File: src/hdl/ring_byte_buffer_core_macros.svh
// ----------------------------------------------------------------------------
// Assertion macros for the ring byte buffer core
// ----------------------------------------------------------------------------
`ifndef RING_BYTE_BUFFER_CORE_MACROS_SVH
`define RING_BYTE_BUFFER_CORE_MACROS_SVH

// antecedent and consequent in the same cycle
`define RBB_ASSERT_SAME(name, clk, rst, ante, cons, msg) \
   name: assert property (@(posedge clk) disable iff (rst) (ante) |-> (cons)) \
      else $error(msg);

// consequent in the cycle after the antecedent
`define RBB_ASSERT_NEXT(name, clk, rst, ante, cons, msg) \
   name: assert property (@(posedge clk) disable iff (rst) (ante) |=> (cons)) \
      else $error(msg);

`endif

File: src/hdl/rbb_pkg.sv
// ----------------------------------------------------------------------------
// rbb_pkg
// Types and constants shared by the ring byte buffer core.
// ----------------------------------------------------------------------------
package rbb_pkg;

   localparam int DEPTH  = 1024;
   localparam int ADDR_W = $clog2(DEPTH);
   localparam int CNT_W  = 11;
   localparam int SUM_W  = CNT_W + 1;

   localparam logic [CNT_W-1:0] DEPTH_CNT = CNT_W'(DEPTH);

   localparam logic [1:0] OP_WRITE   = 2'd0;
   localparam logic [1:0] OP_PEEK    = 2'd1;
   localparam logic [1:0] OP_ADVANCE = 2'd2;

   typedef struct packed {
      logic [1:0]       operation;
      logic [7:0]       data_byte;
      logic [CNT_W-1:0] amount;
   } req_type;

   typedef struct packed {
      logic [7:0]       read_byte;
      logic             hit;
      logic [CNT_W-1:0] done_count;
      logic [CNT_W-1:0] level;
      logic             is_full;
   } rsp_type;

   // commands from the controller to the datapath
   typedef struct packed {
      logic load;
      logic calc;
      logic access;
   } cmd_type;

endpackage

File: src/hdl/rbb_ctrl.sv
// ----------------------------------------------------------------------------
// rbb_ctrl
// Sequencer: accept, compute address, access store, present result.
// ----------------------------------------------------------------------------
module rbb_ctrl (
   input  logic             clock,
   input  logic             reset,
   input  logic             start,
   output logic             busy,
   output logic             rsp_valid,
   output rbb_pkg::cmd_type cmd
);
   import rbb_pkg::*;

   typedef enum logic [3:0] {
      ST_IDLE   = 4'b0001,
      ST_CALC   = 4'b0010,
      ST_ACCESS = 4'b0100,
      ST_REPLY  = 4'b1000
   } state_type;

   state_type state_ff, state_in;

   always_comb begin
      state_in = state_ff;
      case (state_ff)
         ST_IDLE:   if (start) state_in = ST_CALC;
         ST_CALC:   state_in = ST_ACCESS;
         ST_ACCESS: state_in = ST_REPLY;
         ST_REPLY:  state_in = ST_IDLE;
         default:   state_in = ST_IDLE;
      endcase
   end

   always_ff @(posedge clock) begin
      if (reset) begin
         state_ff <= ST_IDLE;
      end else begin
         state_ff <= state_in;
      end
   end

   assign busy       = (state_ff != ST_IDLE);
   assign rsp_valid  = (state_ff == ST_REPLY);
   assign cmd.load   = (state_ff == ST_IDLE) && start;
   assign cmd.calc   = (state_ff == ST_CALC);
   assign cmd.access = (state_ff == ST_ACCESS);

endmodule

File: config.mk
export PLATFORM = sky130hd
export DESIGN_NAME = rbb_ctrl
export DESIGN_NICKNAME = d
export VERILOG_FILES = /design/src/hdl/ring_byte_buffer_core_macros.svh /design/src/hdl/rbb_pkg.sv /design/src/hdl/rbb_ctrl.sv
export SDC_FILE = /design/constraint.sdc
export NUM_CORES = 1
export LEC_CHECK = 0
export BUFFER_PORTS_ARGS = -buffer_cell sky130_fd_sc_hd__buf_2
export CORE_AREA = 2 2 39 41
export CTS_CLUSTER_DIAMETER = 150
export DETAILED_ROUTE_END_ITERATION = 12
export DIE_AREA = 0 0 41 43
export PLACE_DENSITY = 0.37
export SKIP_LAST_GASP = 1
export SLEW_MARGIN = 10
export SYNTH_ARGS = -nofsm -noshare
export SYNTH_HDL_FRONTEND = slang
export SYNTH_SLANG_ARGS = --single-unit
File: constraint.sdc
create_clock -name clock -period 3.6 [get_ports clock]
set_input_delay 0.72 -clock clock [delete_from_list [all_inputs] [get_ports clock]]
set_output_delay 0.72 -clock clock [all_outputs]
set_load 0.01 [all_outputs]
# Yosys cells after proc, flatten, opt, wreduce, memory -nomap -nowiden
# Cells that the tools add are included.
# totals
reg_bits	4
output_inout_bits	5
input_bits	3
word_cells	10
# classes
n_mux	2
n_reduce_logical	1
n_eq_ne	6
# ops
operator	n
$pmux 4 s3	1
$eq 4x1->1 const B	1
$eq 4x2->1 const B	1
$eq 4x3->1 const B	1
$eq 4x4->1 const B	1
$mux 4	1
$ne 4x1->1 const B	1
$ne 2x2->1 const B	1
$logic_and 1x1->1	1

# Logic depth before layout (Yosys ltp)
# Gate-level depths: netlist (run 1).
# depth
depth_word	2
ltp_mapped	2
mapped_depth_nobuf	2

# Least setup slack after synthesis (run 1)
# Ideal clock, no wire load.
# synth_path
kind	register to output
start	register state_ff[1]
end	output port cmd[2] (netlist bit)
setup_slack_ns	1.832
t_arrival_ns	1.048
n_path_buf	0
path_stages_with_launch	3
cell_sequence	dfxtp_1 or4b_4 nor2_2
# synth_rtl
element	line	text
start: declaration	rbb_ctrl.sv:22	state_type state_ff, state_in;
start signal: assignment	rbb_ctrl.sv:39	state_ff <= state_in;
end: declaration	rbb_ctrl.sv:11	output rbb_pkg::cmd_type cmd

==> run summary, run 1 <==
outcome -> finished clean
DR pass1 iterations -> 1
syn_area_per_cell -> 10.3 µm²
FMAX -> 480 MHz
Switching Share -> 0.231
design area -> 267 µm²
post-CTS setup buffers -> 0
delay-heaviest family, CP -> simple AND/OR/NAND/NOR gates
worst vdd ir -> 0.106 mV
Cell Chain, Critical Path -> or4b_4, nor2_2, buf_2
DRT iter0 DRCs -> 0
core area -> 1380 µm²
Clock Latency Late Sink -> 0.24 ns
Largest regs -> state_ff x4
Num CTS Buffers -> 3
CTS sink cnt -> 4
TritonCTS clock tree -> done
Vias per Instance -> 3.95
Setup WS pre-CTS -> 1.76 ns
Max H-tree Level -> 1
worst relative slew slack -> 0.775
met1 Use GR -> 0.0707
commonest non-fill, non-tap cells in the layout -> buf_2, nor4b_1, dfxtp_1
largest net degree at the start of global routing -> 8
Die H -> 43 µm
RePlAce Congestion -> 0.634
Reg with most FFs -> state_ff
final setup fails -> 0
Post-Synthesis Cells -> 19
Seq pwr share -> 0.415
diode count -> 0
total grt overflow -> 0
vias -> 174
Setup CP Type -> reg -> out
Clock Power Share -> 0.463
Static Leak -> 0.000120 µW
RSZ-0062 raised after global routing -> false
Die Area -> 1760 µm²
Placement Cell Area -> 244 µm²
P_int -> 92.2 µW
placed instance count -> 41
synthesized flop and latch total -> 4
Comb pwr share -> 0.122
PortBufs -> 7
share of cells above drive strength 1 -> 0.464
hold_ws -> 0.552 ns
clock skew -> 0.00198 ns
CTS root buf -> clkbuf_4
Layout Cells excl Fill -> 44
routed length per instance -> 9.30 µm
Setup WS post-layout -> 1.52 ns
antenna violations before repair -> 0
CP required -> 2.88 ns
DRT antenna net count -> 0
pwr/cell area -> 450 nW/µm²
Rows -> 14
CP startpoint kind -> flop
global routing's busiest layer -> met4
Tot GR Track Use -> 0.0653
Initial Utilization -> 0.142
WL final -> 409 µm
net count after synthesis -> 22
Slew Viols, Final -> 0
final hold viol count -> 0
die width -> 41 µm
CTS Hold Bufs -> 0
total of max-cap violations -> 0
worst reg-to-reg setup slack -> 2.56 ns
switching power -> 27.7 µW
detailed-route DRC error count -> 0
met2 Use GR -> 0.0688
Worst setup EP type -> primary output
YS warnings -> 0
max reg flops -> 4
vias in the first global route -> 166
I/O pins -> 8
Clk pin slew, worst setup/hold paths -> 0.04 ns
Post-Synthesis Cell Area -> 196 µm²
setup TNS -> 0 ns
sequential fraction of the synthesis area -> 0.408
CP Data Arrival Time -> 1.36 ns
commonest non-fill, non-tap cell in the layout -> buf_2
first-pass GRT wire length -> 669 µm
Area Growth Syn to Fin -> 35.7%
CTS Buffer Depth -> 2
CP Buf/Inv Count -> 1
CP max stage delay -> 0.56 ns
Post-DP HPWL -> 294 µm
minimum clock period -> 2.08 ns
Post-CTS Resized -> 0
Hold Crit Class -> reg -> reg
worst-path fanout max -> 7
slowest CP cell -> or4b_4
Worst-Margin Slew -> 0.333 ns
grt met3 use -> 0.0314
Final period util -> 0.579
synth unique cells -> 13
Post-layout nets -> 33
## Yosys cell counts, drive strengths merged
cell type / count / area share
dfxtp: 4 / 0.41
nor4b: 4 / 0.18
nor2: 2 / 0.051
a2bb2oi: 1 / 0.045
buf: 1 / 0.038
inv: 1 / 0.019
nand4bb: 1 / 0.057
nor2b: 1 / 0.032
nor3: 1 / 0.025
or2: 1 / 0.032
or4b: 1 / 0.070
xor2: 1 / 0.045
## final cells by class
| type | count | area [µm²] |
|---|---|---|
| clock buffers | 3 | 22.5 |
| fillers | 151 | 1120 |
| inverters | 1 | 3.75 |
| multi-input cells | 13 | 105 |
| flip-flops and latches | 4 | 80.1 |
| well taps | 16 | 20.0 |
| repair buffers | 7 | 35.0 |
## logic make-up after synthesis
family,count (synthesis),share of synthesized area
simple gates,11,0.446
flops,4,0.408
buf+inv,2,0.0573
compound gates,1,0.0446
xor+xnor,1,0.0446
## metrics by stage
| step | util | total power (µW) |
|---|---|---|
| floorplan | - | 59.7 |
| global placement | 0.176 | 65.0 |
| detailed placement | 0.176 | 65.3 |
| CTS | 0.193 | 124 |
| global route | 0.193 | 129 |
| finish | 0.193 | 120 |
## power groups by stage
| stage | Sequential [µW] | Clock [µW] | Combinational, µW |
|---|---|---|---|
| 5_1_grt | 50.0 | 62.5 | 16.6 |
| 2_1_floorplan | 49.5 | 0 | 10.2 |
| 3_5_place_dp | 50.5 | 0 | 14.9 |
| 4_1_cts | 49.7 | 59.7 | 14.9 |
| 6_report | 49.7 | 55.6 | 14.6 |
| 3_3_place_gp | 50.3 | 0 | 14.7 |
## metal layers
metal / vias to the layer above / part of all wire
li1: 90 / -
met1: 74 / 0.47
met2: 8 / 0.42
met3: 2 / 0.068
met4: 0 / 0.046
met5: - / 0
## final timing paths
path	start	end	depth (start not counted)
max	state_ff[1]	cmd[2]	3
max reg2reg	state_ff[3]	state_ff[3]	2
min	state_ff[0]	state_ff[3]	1
min reg2reg	state_ff[0]	state_ff[3]	1
(Power assumes the default switching activity.)
==> run 2, diff against run 1 <==
--- a/config.mk
+++ b/config.mk
@@ -10,7 +10,7 @@
 export CTS_CLUSTER_DIAMETER = 150
 export DETAILED_ROUTE_END_ITERATION = 12
 export DIE_AREA = 0 0 41 43
-export PLACE_DENSITY = 0.37
+export PLACE_DENSITY = 0.38
 export SKIP_LAST_GASP = 1
 export SLEW_MARGIN = 10
 export SYNTH_ARGS = -nofsm -noshare
==> constraint.sdc (replaced) <==
create_clock -name clock -period 1.8 [get_ports clock]
set_input_delay 0.36 -clock clock [delete_from_list [all_inputs] [get_ports clock]]
set_output_delay 0.36 -clock clock [all_outputs]
set_load 0.01 [all_outputs]
==> run summary, run 2 (synthesized netlist as in run 1, its figures left out) <==
slowest CP cell -> or4b_4 (unchanged)
minimum clock period -> 1.73 ns
CP Buf/Inv Count -> 1 (unchanged)
design area -> 268 µm² (was 267 µm²)
Hold Crit Class -> in -> reg (was reg -> reg)
setup TNS -> 0 ns (unchanged)
WL final -> 399 µm (was 409 µm)
FMAX -> 578 MHz
I/O pins -> 8 (unchanged)
DR pass1 iterations -> 2 (was 1)
Clock Latency Late Sink -> 0.23 ns (was 0.24 ns)
CP required -> 1.44 ns (was 2.88 ns)
worst relative slew slack -> 0.770 (was 0.775)
Post-layout nets -> 33 (unchanged)
Worst-Margin Slew -> 0.341 ns (was 0.333 ns)
CP max stage delay -> 0.56 ns (about the same)
Final period util -> 0.962
worst reg-to-reg setup slack -> 0.78 ns (was 2.56 ns)
TritonCTS clock tree -> done (unchanged)
Num CTS Buffers -> 3 (unchanged)
final setup fails -> 0 (unchanged)
Slew Viols, Final -> 0 (unchanged)
vias -> 164 (was 174)
CP startpoint kind -> flop (unchanged)
Static Leak -> 0.000120 µW (about the same)
commonest non-fill, non-tap cells in the layout -> buf_2, nor4b_1, clkbuf_4, dfxtp_1 (was buf_2, nor4b_1, dfxtp_1)
Clk pin slew, worst setup/hold paths -> 0.04 ns (about the same)
share of cells above drive strength 1 -> 0.500 (was 0.464)
PortBufs -> 7 (unchanged)
CP Data Arrival Time -> 1.37 ns (was 1.36 ns)
Reg with most FFs -> state_ff (unchanged)
CTS root buf -> clkbuf_4 (unchanged)
worst-path fanout max -> 7 (unchanged)
startpoint of the worst-slack reg-to-reg timing path -> state_ff[3] (unchanged)
delay-heaviest family, CP -> simple AND/OR/NAND/NOR gates (unchanged)
Cell Chain, Critical Path -> or4b_4, nor2_2, buf_2 (unchanged)
diode count -> 0 (unchanged)
fin util -> 0.193 (about the same)
Initial Utilization -> 0.142 (unchanged)
path length in cells of the critical path -> 3 (unchanged)
Die Area -> 1760 µm² (unchanged)
max reg flops -> 4 (unchanged)
DRT antenna net count -> 0 (unchanged)
RSZ-0062 raised after global routing -> false (unchanged)
Largest regs -> state_ff x4 (unchanged)
final hold viol count -> 0 (unchanged)
routed length per instance -> 9.07 µm (was 9.30 µm)
core area -> 1380 µm² (unchanged)
pwr/cell area -> 893 nW/µm² (was 450 nW/µm²)
CTS sink cnt -> 4 (unchanged)
Die H -> 43 µm (unchanged)
R2R depth -> 2 (unchanged)
total grt overflow -> 0 (unchanged)
CTS Buffer Depth -> 2 (unchanged)
antenna violations before repair -> 0 (unchanged)
Max H-tree Level -> 1 (unchanged)
first-pass GRT wire length -> 607 µm (was 669 µm)
clock skew -> 0.00609 ns (was 0.00198 ns)
outcome -> finished clean (unchanged)
worst vdd ir -> 0.306 mV (was 0.106 mV)
Area Growth Syn to Fin -> 36.3% (was 35.7%)
crit path launch -> state_ff[1] (unchanged)
Vias per Instance -> 3.73 (was 3.95)
Setup CP Type -> reg -> out (unchanged)
RePlAce Congestion -> 0.684 (was 0.634)
DRT iter0 DRCs -> 2 (was 0)
reg2reg end -> state_ff[3] (unchanged)
vias in the first global route -> 156 (was 166)
Placement Cell Area -> 244 µm² (unchanged)
total of max-cap violations -> 0 (unchanged)
die width -> 41 µm (unchanged)
commonest non-fill, non-tap cell in the layout -> buf_2 (unchanged)
Rows -> 14 (unchanged)
detailed-route DRC error count -> 0 (unchanged)
Worst setup EP type -> primary output (unchanged)
Tot GR Track Use -> 0.0572 (was 0.0653)
hold_ws -> 0.321 ns (was 0.552 ns)
largest net degree at the start of global routing -> 8 (unchanged)
crit path to -> cmd[2] (unchanged)
run 2: cell types whose count changed in the layout (fill, tap and decap cells not counted):
cell	delta
dfxtp_1	-1
dfxtp_2	+1
run 2: per-layer routing:
metal	part of all wire	vias up	wire length [µm]	track usage
met5	0	-	0	0
met3	0.13	0	50	0.0628
met4	0	0	0	0.0400
met1	0.54	66	217	0.0707
li1	-	89	-	-
met2	0.33	9	130	0.0531
run 2: worst register-to-register path, stage by stage (launching register included):
cell	delay, ns
dfxtp_1	0.34
or2_2	0.33
nor4b_1	0.26
run 2: metrics by stage:
stage	power (µW)	cells	worst slack, ns
2_1_floorplan	119	19	0.392
3_3_place_gp	130	41	0.327
3_5_place_dp	130	41	0.315
4_1_cts	247	44	0.0558
5_1_grt	258	44	0.0171
6_report	239	44	0.0687
run 2: repair_timing:
action	4_1_cts	5_1_grt
hold buffers	0	0
setup endpoints to repair	0	1
resized for setup	0	1
buffers inserted	0	0
run 2: area by class of cell:
class / count / area (µm²)
clock buffers: 3 / 22.5
flip-flops and latches: 4 / 81.3
repair buffers: 7 / 35.0
inverters: 1 / 3.75
multi-input cells: 13 / 105
fillers: 157 / 1120
well taps: 16 / 20.0
run 2: worst min path at each step:
stage	start	endpoint	slack, ns	cells past startpoint
after floorplan	reset	state_ff[2]	0.43	1
after global placement	state_ff[1]	state_ff[3]	0.55	1
after detailed placement	state_ff[1]	state_ff[3]	0.55	1
after CTS	reset	state_ff[2]	0.31	2
after global routing	reset	state_ff[2]	0.32	2
final	reset	state_ff[2]	0.32	2
run 2: where the power goes:
group          internal (µW)  total (µW)  switching (µW)
clock network           74.5         110            35.4
logic                   16.9        29.4            12.6
registers               93.3        99.8            6.49
total                    185         239            54.5
